### src/hw/rtl/lmm_pkg.sv
package lmm_pkg;

  // statistic word width
  localparam int DataW = 32;
  localparam int OpW   = 3;
  localparam int IdxW  = 4;

  // stream payload widths, padded to whole bytes
  localparam int InTdataW  = 40;
  localparam int OutTdataW = 40;

  // operation codes
  localparam logic [OpW-1:0] OpSched   = 3'd0;
  localparam logic [OpW-1:0] OpSwitch  = 3'd1;
  localparam logic [OpW-1:0] OpPreempt = 3'd2;
  localparam logic [OpW-1:0] OpMigrate = 3'd3;
  localparam logic [OpW-1:0] OpQueue   = 3'd4;
  localparam logic [OpW-1:0] OpClrCnt  = 3'd5;
  localparam logic [OpW-1:0] OpRead    = 3'd6;

  // statistic indexes for a read
  localparam logic [IdxW-1:0] IdxSchedCount  = 4'd0;
  localparam logic [IdxW-1:0] IdxSchedMin    = 4'd1;
  localparam logic [IdxW-1:0] IdxSchedMax    = 4'd2;
  localparam logic [IdxW-1:0] IdxSchedMean   = 4'd3;
  localparam logic [IdxW-1:0] IdxSwitchCount = 4'd4;
  localparam logic [IdxW-1:0] IdxSwitchMax   = 4'd5;
  localparam logic [IdxW-1:0] IdxSwitchMean  = 4'd6;
  localparam logic [IdxW-1:0] IdxPreempt     = 4'd7;
  localparam logic [IdxW-1:0] IdxMigrate     = 4'd8;
  localparam logic [IdxW-1:0] IdxQueuePeak   = 4'd9;
  localparam logic [IdxW-1:0] IdxQueueCur    = 4'd10;
  localparam logic [IdxW-1:0] IdxQueueMin    = 4'd11;
  localparam logic [IdxW-1:0] IdxQueueMax    = 4'd12;
  localparam logic [IdxW-1:0] IdxQueueMean   = 4'd13;
  localparam logic [IdxW-1:0] IdxQueueSmp    = 4'd14;

  typedef logic [DataW-1:0] stat_t;

endpackage

### src/hw/rtl/latency_min_max_mean_monitor.sv
// channel | direction | ports                         | payload
// in      | slave     | in_tvalid in_tready in_tdata  | op, sample_value, stat_index
// out     | master    | out_tvalid out_tready out_tdata | read_data, read_error
//
// a sample that moves a mean goes from transfer to out_tvalid through one multiply,
// one add and divider load, 32 radix-2 divider steps, one mean write, one output load
// every other op, and a sample whose count wraps, goes from the transfer straight to the output load
// one item at a time: in_tready is high only while the sequencer is idle
// the result sits in an output register, so a stalled out side holds only
// the next item's result, not the transfer of the next item itself
// rst_n is synchronous, active low; mins reset to all ones, the rest to zero
module latency_min_max_mean_monitor (
  input  logic        clk,
  input  logic        rst_n,
  input  logic        in_tvalid,
  output logic        in_tready,
  input  logic [39:0] in_tdata,    // [2:0] op, [34:3] sample_value, [38:35] stat_index
  output logic        out_tvalid,
  input  logic        out_tready,
  output logic [39:0] out_tdata    // [31:0] read_data, [32] read_error
);

  localparam int W = lmm_pkg::DataW;

  typedef enum logic [2:0] {
    S_IDLE,
    S_MUL,
    S_ADD,
    S_DIV,
    S_OUT
  } state_t;

  typedef enum logic [1:0] {
    M_SCHED,
    M_SWITCH,
    M_QUEUE
  } msel_t;

  state_t state_r;
  msel_t  msel_r;

  // unpacked input fields
  logic [lmm_pkg::OpW-1:0]  in_op;
  logic [W-1:0]             in_sample_value;
  logic [lmm_pkg::IdxW-1:0] in_stat_index;

  assign in_op           = in_tdata[2:0];
  assign in_sample_value = in_tdata[34:3];
  assign in_stat_index   = in_tdata[38:35];

  // statistics
  lmm_pkg::stat_t sched_count_r, sched_min_r, sched_max_r, sched_mean_r;
  lmm_pkg::stat_t switch_count_r, switch_max_r, switch_mean_r;
  lmm_pkg::stat_t preempt_count_r, migrate_count_r;
  lmm_pkg::stat_t queue_peak_r, queue_current_r, queue_min_r, queue_max_r;
  lmm_pkg::stat_t queue_mean_r, queue_samples_r;

  // mean datapath operands
  logic [W-1:0]   mul_a_r;      // old mean
  logic [W-1:0]   mul_b_r;      // old count, i.e. n - 1
  logic [W-1:0]   n_r;          // new count, the divisor
  logic [W-1:0]   x_r;
  logic [2*W-1:0] prod_r;

  // pending result and output register
  logic [W-1:0] res_data_r;
  logic         res_err_r;
  logic         out_tvalid_r;
  logic [W-1:0] out_data_r;
  logic         out_err_r;

  logic         in_xfer;
  logic         div_start;
  logic         div_done;
  logic [W-1:0] div_quo;
  logic [W-1:0] rd_data;
  logic         out_free;
  logic         mean_go;

  lmm_pkg::stat_t sched_inc, switch_inc, queue_inc;

  assign in_tready = (state_r == S_IDLE);
  assign in_xfer   = in_tvalid && in_tready;
  assign div_start = (state_r == S_ADD);
  assign out_free  = !out_tvalid_r || out_tready;

  assign sched_inc  = sched_count_r + 1'b1;
  assign switch_inc = switch_count_r + 1'b1;
  assign queue_inc  = queue_samples_r + 1'b1;

  // a count that wraps to zero leaves the mean alone
  assign mean_go = ((in_op == lmm_pkg::OpSched)  && (sched_inc  != '0)) ||
                   ((in_op == lmm_pkg::OpSwitch) && (switch_inc != '0)) ||
                   ((in_op == lmm_pkg::OpQueue)  && (queue_inc  != '0));

  // statistic select for a read
  always_comb begin
    unique case (in_stat_index)
      lmm_pkg::IdxSchedCount:  rd_data = sched_count_r;
      lmm_pkg::IdxSchedMin:    rd_data = sched_min_r;
      lmm_pkg::IdxSchedMax:    rd_data = sched_max_r;
      lmm_pkg::IdxSchedMean:   rd_data = sched_mean_r;
      lmm_pkg::IdxSwitchCount: rd_data = switch_count_r;
      lmm_pkg::IdxSwitchMax:   rd_data = switch_max_r;
      lmm_pkg::IdxSwitchMean:  rd_data = switch_mean_r;
      lmm_pkg::IdxPreempt:     rd_data = preempt_count_r;
      lmm_pkg::IdxMigrate:     rd_data = migrate_count_r;
      lmm_pkg::IdxQueuePeak:   rd_data = queue_peak_r;
      lmm_pkg::IdxQueueCur:    rd_data = queue_current_r;
      lmm_pkg::IdxQueueMin:    rd_data = queue_min_r;
      lmm_pkg::IdxQueueMax:    rd_data = queue_max_r;
      lmm_pkg::IdxQueueMean:   rd_data = queue_mean_r;
      lmm_pkg::IdxQueueSmp:    rd_data = queue_samples_r;
      default:                 rd_data = '0;
    endcase
  end

  // shared divider: floor((old_mean * (n - 1) + x) / n)
  lmm_div #(
    .W (W)
  ) u_div (
    .clk      (clk),
    .rst_n    (rst_n),
    .start    (div_start),
    .dividend (prod_r + {{W{1'b0}}, x_r}),
    .divisor  (n_r),
    .done     (div_done),
    .quotient (div_quo)
  );

  always_ff @(posedge clk) begin
    if (!rst_n) begin
      state_r         <= S_IDLE;
      out_tvalid_r    <= 1'b0;
      sched_count_r   <= '0;
      sched_min_r     <= '1;
      sched_max_r     <= '0;
      sched_mean_r    <= '0;
      switch_count_r  <= '0;
      switch_max_r    <= '0;
      switch_mean_r   <= '0;
      preempt_count_r <= '0;
      migrate_count_r <= '0;
      queue_peak_r    <= '0;
      queue_current_r <= '0;
      queue_min_r     <= '1;
      queue_max_r     <= '0;
      queue_mean_r    <= '0;
      queue_samples_r <= '0;
    end else begin
      // a result leaving while the next one loads is replaced, not cleared
      if (out_tvalid_r && out_tready && (state_r != S_OUT)) begin
        out_tvalid_r <= 1'b0;
      end

      unique case (state_r)
        S_IDLE: begin
          if (in_xfer) begin
            // counts, extremes and current depth move at the transfer
            res_data_r <= (in_op == lmm_pkg::OpRead) ? rd_data : '0;
            res_err_r  <= (in_op == lmm_pkg::OpRead) &&
                          (in_stat_index > lmm_pkg::IdxQueueSmp);
            x_r        <= in_sample_value;
            state_r    <= mean_go ? S_MUL : S_OUT;
            case (in_op)
              lmm_pkg::OpSched: begin
                sched_count_r <= sched_inc;
                if (in_sample_value < sched_min_r) sched_min_r <= in_sample_value;
                if (in_sample_value > sched_max_r) sched_max_r <= in_sample_value;
                msel_r  <= M_SCHED;
                mul_a_r <= sched_mean_r;
                mul_b_r <= sched_count_r;
                n_r     <= sched_inc;
              end
              lmm_pkg::OpSwitch: begin
                switch_count_r <= switch_inc;
                if (in_sample_value > switch_max_r) switch_max_r <= in_sample_value;
                msel_r  <= M_SWITCH;
                mul_a_r <= switch_mean_r;
                mul_b_r <= switch_count_r;
                n_r     <= switch_inc;
              end
              lmm_pkg::OpPreempt: begin
                preempt_count_r <= preempt_count_r + 1'b1;
              end
              lmm_pkg::OpMigrate: begin
                migrate_count_r <= migrate_count_r + 1'b1;
              end
              lmm_pkg::OpQueue: begin
                queue_current_r <= in_sample_value;
                queue_samples_r <= queue_inc;
                if (in_sample_value < queue_min_r) queue_min_r <= in_sample_value;
                if (in_sample_value > queue_max_r) queue_max_r <= in_sample_value;
                if (in_sample_value > queue_peak_r) queue_peak_r <= in_sample_value;
                msel_r  <= M_QUEUE;
                mul_a_r <= queue_mean_r;
                mul_b_r <= queue_samples_r;
                n_r     <= queue_inc;
              end
              lmm_pkg::OpClrCnt: begin
                sched_count_r   <= '0;
                switch_count_r  <= '0;
                preempt_count_r <= '0;
                migrate_count_r <= '0;
              end
              default: begin
              end
            endcase
          end
        end
        S_MUL: begin
          prod_r  <= mul_a_r * mul_b_r;
          state_r <= S_ADD;
        end
        S_ADD: begin
          // the sum feeds the divider as it loads
          state_r <= S_DIV;
        end
        S_DIV: begin
          if (div_done) begin
            unique case (msel_r)
              M_SCHED:  sched_mean_r  <= div_quo;
              M_SWITCH: switch_mean_r <= div_quo;
              M_QUEUE:  queue_mean_r  <= div_quo;
              default: begin
              end
            endcase
            state_r <= S_OUT;
          end
        end
        S_OUT: begin
          if (out_free) begin
            out_tvalid_r <= 1'b1;
            out_data_r   <= res_data_r;
            out_err_r    <= res_err_r;
            state_r      <= S_IDLE;
          end
        end
        default: state_r <= S_IDLE;
      endcase
    end
  end

  assign out_tvalid = out_tvalid_r;
  assign out_tdata  = {7'b0, out_err_r, out_data_r};

`ifndef SYNTH
  // the divider only finishes while the sequencer waits for it
  a_div_done_in_div: assert property (@(posedge clk) disable iff (!rst_n)
    div_done |-> (state_r == S_DIV))
    else $error("divider finished outside the divide state");

  // a transfer always leaves idle, so no second item slips in
  a_xfer_leaves_idle: assert property (@(posedge clk) disable iff (!rst_n)
    in_xfer |=> (state_r != S_IDLE))
    else $error("sequencer stayed idle after an input transfer");

  // once any sample has lowered the minimum it cannot exceed the maximum
  a_sched_min_max: assert property (@(posedge clk) disable iff (!rst_n)
    (sched_min_r != '1) |-> (sched_min_r <= sched_max_r))
    else $error("schedule minimum above maximum");

  // peak and max see the same samples and neither is ever cleared
  a_queue_peak: assert property (@(posedge clk) disable iff (!rst_n)
    queue_max_r <= queue_peak_r)
    else $error("queue maximum above peak");

  // a queue sample lands in the current depth at once
  a_queue_cur: assert property (@(posedge clk) disable iff (!rst_n)
    (in_xfer && (in_op == lmm_pkg::OpQueue)) |=> (queue_current_r == $past(in_sample_value)))
    else $error("queue current depth not taken from sample");
`endif

endmodule

### src/hw/rtl/lmm_div.sv
module lmm_div #(
  parameter int W = lmm_pkg::DataW
) (
  input  logic           clk,
  input  logic           rst_n,
  input  logic           start,
  input  logic [2*W-1:0] dividend,   // quotient must fit in W bits
  input  logic [W-1:0]   divisor,
  output logic           done,
  output logic [W-1:0]   quotient
);

  localparam int CntW = $clog2(W + 1);

  logic [W-1:0]    rem_r;
  logic [W-1:0]    quo_r;
  logic [W-1:0]    dsr_r;
  logic [CntW-1:0] cnt_r;
  logic            busy_r;
  logic            done_r;

  logic [W:0] shifted;
  logic [W:0] trial;
  logic       ge;

  // one restoring step a cycle
  assign shifted = {rem_r, quo_r[W-1]};
  assign trial   = shifted - {1'b0, dsr_r};
  assign ge      = ~trial[W];

  always_ff @(posedge clk) begin
    if (!rst_n) begin
      busy_r <= 1'b0;
      done_r <= 1'b0;
      cnt_r  <= '0;
    end else begin
      done_r <= 1'b0;
      if (start) begin
        busy_r <= 1'b1;
        cnt_r  <= CntW'(W);
        rem_r  <= dividend[2*W-1:W];
        quo_r  <= dividend[W-1:0];
        dsr_r  <= divisor;
      end else if (busy_r) begin
        rem_r <= ge ? trial[W-1:0] : shifted[W-1:0];
        quo_r <= {quo_r[W-2:0], ge};
        cnt_r <= cnt_r - 1'b1;
        if (cnt_r == CntW'(1)) begin
          busy_r <= 1'b0;
          done_r <= 1'b1;
        end
      end
    end
  end

  assign done     = done_r;
  assign quotient = quo_r;

endmodule
### config.mk
export PLATFORM = sky130hd
export DESIGN_NAME = latency_min_max_mean_monitor
export DESIGN_NICKNAME = d
export VERILOG_FILES = /design/src/hw/rtl/lmm_pkg.sv /design/src/hw/rtl/latency_min_max_mean_monitor.sv /design/src/hw/rtl/lmm_div.sv
export SDC_FILE = /design/constraint.sdc
export NUM_CORES = 2
export LEC_CHECK = 0
export BUFFER_PORTS_ARGS = -buffer_cell sky130_fd_sc_hd__buf_2
export CAP_MARGIN = 10
export CELL_PAD_IN_SITES_DETAIL_PLACEMENT = 1
export CELL_PAD_IN_SITES_GLOBAL_PLACEMENT = 1
export CORE_UTILIZATION = 55
export DETAILED_ROUTE_END_ITERATION = 12
export PLACE_DENSITY_LB_ADDON = 0.2
export SYNTH_ARGS = -nofsm -noshare
export SYNTH_HDL_FRONTEND = slang
export SYNTH_SLANG_ARGS = --single-unit
### constraint.sdc
create_clock -name clk -period 13.35 [get_ports clk]
set_input_delay 2.67 -clock clk [delete_from_list [all_inputs] [get_ports clk]]
set_output_delay 2.67 -clock clk [all_outputs]
set_load 0.1 [all_outputs]
==> flow_metrics.env <==
export IMPL_yosysWarnings=0
export IMPL_crit_type="reg -> reg"
export IMPL_ys_seq_area_frac=0.258
export IMPL_cts_resized=0
export IMPL_drtIter0Drc=5714
export IMPL_synth_edf_count=356
export IMPL_min_path_type="reg -> reg"
export IMPL_largest_register="prod_r"
export IMPL_netlist_instances=8652
export IMPL_grt_max_degree=82
export IMPL_grt_pass1_vias=70200
export IMPL_synth_top_area_frac=0.225
export IMPL_whs_endpoint="out_data_r[27]"
export IMPL_crit_path_start_kind="flop"
export IMPL_grt_first_pass_wirelength_mm=438
export IMPL_rsz0062_at_grt="no"
export IMPL_overflow=0
export IMPL_worst_pin_slew_ns=1.30
export IMPL_cts_buffers=86
export IMPL_r2r_cells=23
export IMPL_cp_arrival_ns=9.95
export IMPL_synth_area_leaders="fa_1 (23%), edfxtp_1 (13%), dfxtp_1 (12%), ha_1 (8.2%), nand2_1 (6.3%)"
export IMPL_min_path_cells=0
export IMPL_netlist_area_sq_mm=0.0798
export IMPL_core_area_sq_mm=0.144
export IMPL_period_share=0.716
export IMPL_antenna_found_initial=23
export IMPL_postCtsHoldBufs=0
export IMPL_drt_first_pass_iters=8
export IMPL_cts_tree="built"
export IMPL_remaining_drc_errors=0
export IMPL_post_cts_buffers=0
export IMPL_peakVddDrop_mv=0.427
export IMPL_portBuffers=77
export IMPL_wl_per_cell_um=27.8
export IMPL_post_synth_cell_area_avg_sq_um=9.22
export IMPL_dieArea_sq_mm=0.147
export IMPL_pwr_density_cell_mw_per_mm2=228
export IMPL_dpl_hpwl_mm=219
export IMPL_routed_wl_mm=289
export IMPL_grt_use_total=0.397
export IMPL_required_ns=13.74
export IMPL_ys_ff_latch=848
export IMPL_path_max_fanout=32
export IMPL_place_congestion=0.976
export IMPL_via_count=65300
export IMPL_rows=139
export IMPL_synth_distinct_cells=111
export IMPL_clkLatencyLatePin_ns=0.72
export IMPL_status="completed"
export IMPL_largest_reg_flops=64
export IMPL_ctsRootBufferMaster="clkbuf_16"
export IMPL_yosysTopAreaCell="fa_1"
export IMPL_synthFlopType="dfxtp_1"
export IMPL_power_mw=19.3
export IMPL_fmax_ghz=0.105
export IMPL_htree_levels=3
export IMPL_timing_rr_end="prod_r[63]"
export IMPL_period_needed_ns=9.56
export IMPL_die_width_um=383
export IMPL_synthArstFlopShare=0
export IMPL_p_leak_nw=36.3
export IMPL_layout_drive_gt1_share=0.0532
export IMPL_critPathCaptureType="flop"
export IMPL_drv_cap=0
export IMPL_hp_start="res_data_r[27]"
export IMPL_vias_per_cell=6.28
export IMPL_layout_nets=9882
export IMPL_setup_viol=0
export IMPL_io_pin_count=86
export IMPL_clk_pin_slew_worst_paths_ns=0.07
export IMPL_reg2reg_slack_ns=3.79
export IMPL_cts_max_path_buffers=3
export IMPL_initial_core_util=0.555
export IMPL_drv_slew=0
export IMPL_area_growth_pct=5.92
export IMPL_fp_dieH_um=383
export IMPL_final_antenna_net_count=0
export IMPL_cts_sinks=848
export IMPL_max_slew_margin_rel=0.134
export IMPL_rr_startpoint="mul_b_r[16]"
export IMPL_final_hold_violation_count=0
export IMPL_clock_skew_ns=0.0612
export IMPL_tns_ns=0
## cell usage in the layout (no fill, tap or decap), types with 36 or more instances in the layout
| cell type | Yosys | final |
|---|---|---|
| o21ai_0 | 214 | 214 |
| xor2_1 | 141 | 141 |
| inv_1 | 1117 | 1115 |
| a21boi_0 | 169 | 169 |
| clkbuf_16 | 0 | 89 |
| nor3_1 | 84 | 76 |
| a31oi_1 | 65 | 65 |
| and2_1 | 645 | 644 |
| fa_1 | 898 | 898 |
| a221oi_1 | 56 | 56 |
| buf_2 | 39 | 77 |
| a211oi_1 | 39 | 38 |
| nor2_1 | 237 | 227 |
| and3_1 | 80 | 80 |
| nand2_1 | 1328 | 1326 |
| a22o_1 | 54 | 54 |
| xnor2_1 | 188 | 188 |
| a21o_1 | 104 | 104 |
| or3_1 | 43 | 43 |
| o211ai_1 | 53 | 53 |
| mux2i_1 | 173 | 173 |
| a22oi_1 | 180 | 180 |
| nand3_1 | 109 | 108 |
| nand4_1 | 102 | 102 |
| ha_1 | 524 | 524 |
| nand2b_1 | 37 | 36 |
| edfxtp_1 | 356 | 356 |
| a21oi_1 | 219 | 217 |
| buf_4 | 15 | 127 |
| nor2b_1 | 66 | 65 |
| dfxtp_1 | 492 | 492 |
## per-stage QoR
stage	setup WS, ns	area, sq um	utilization	hold slack [ns]	std cells
CTS	3.87	84400	0.587	0.415	10400
global placement	4.16	81500	0.567	0.401	10200
detailed placement	4.00	81500	0.567	0.405	10200
finish	3.79	84500	0.587	0.408	10400
global route	3.51	84500	0.587	0.415	10400
floorplan	4.88	79800	-	0.400	8658
## Yosys cell counts, drive strengths merged, types with 44 or more instances
master  number
nor2       241
mux2i      173
a21boi     170
a31oi       67
nand3      114
or3         44
inv       1117
nand2     1333
a21oi      220
a22oi      180
dfxtp      492
a221oi      57
nand4      105
clkbuf     459
xnor2      188
nor2b       67
ha         524
a211oi      48
edfxtp     356
o211ai      54
a22o        54
nor3        89
and3        82
xor2       141
fa         898
a21o       104
buf         77
o21ai      224
and2       646
## worst max path at each step
stage,from,cells after the start,end
final,mul_b_r[16],23,prod_r[63]
after global routing,mul_b_r[5],25,prod_r[63]
after CTS,mul_b_r[16],25,prod_r[63]
after detailed placement,mul_b_r[6],24,prod_r[63]
after global placement,mul_b_r[6],24,prod_r[63]
after floorplan,rst_n,5,prod_r[0]
## power by group
part	switching, mW	total (mW)	internal [mW]
combinational	8.18	13.2	5.03
clock	1.15	2.60	1.45
sequential	0.0973	3.48	3.38
total	9.43	19.3	9.86
## worst max-delay path: stages (launching register included)
cell and delay, ns:
edfxtp_1 1.16, nand2_1 0.20, fa_1 0.57, inv_1 0.06
fa_1 0.53, inv_1 0.06, fa_1 0.50, inv_1 0.07
fa_1 0.51, fa_1 0.62, fa_1 0.45, fa_1 0.55
fa_1 0.44, ha_1 0.41, nand3_1 0.15, nor2_1 0.58
and4_1 0.31, o2111ai_1 0.31, a21oi_1 0.37, nor4b_2 0.15
nor3_1 0.57, a21boi_1 0.24, o21ai_0 0.26, xnor2_1 0.14
## routing by layer
layer / vias to the layer above / GRT usage / wire [um]
li1: 28000 / - / -
met1: 33600 / 0.512 / 115000
met2: 2953 / 0.647 / 135000
met3: 773 / 0.0613 / 22800
met4: 18 / 0.201 / 16400
met5: - / 0 / 111
## area by class of cell
type | instances | area, sq um
Antenna cell | 8 | 20.0
Sequential cell | 848 | 20500
Multi-Input combinational cell | 6157 | 53000
Clock inverter | 39 | 505
Timing Repair Buffer | 206 | 1360
Inverter | 1117 | 4190
Clock buffer | 123 | 2440
Fill cell | 16300 | 59400
Tap cell | 1903 | 2380
## cells by family after synthesis
kind of cell	count (synthesis)	share of synthesized area
AO/OA/AOI/OAI	1355	0.119
XOR/XNOR	329	0.0361
adder cells (fa/ha/maj)	1422	0.308
buffers and inverters	1653	0.0803
flip-flops	848	0.258
multiplexers	185	0.0234
other	1	0.0000470
AND/OR/NAND/NOR	2859	0.176
Power figures use the tool's default switching activity.
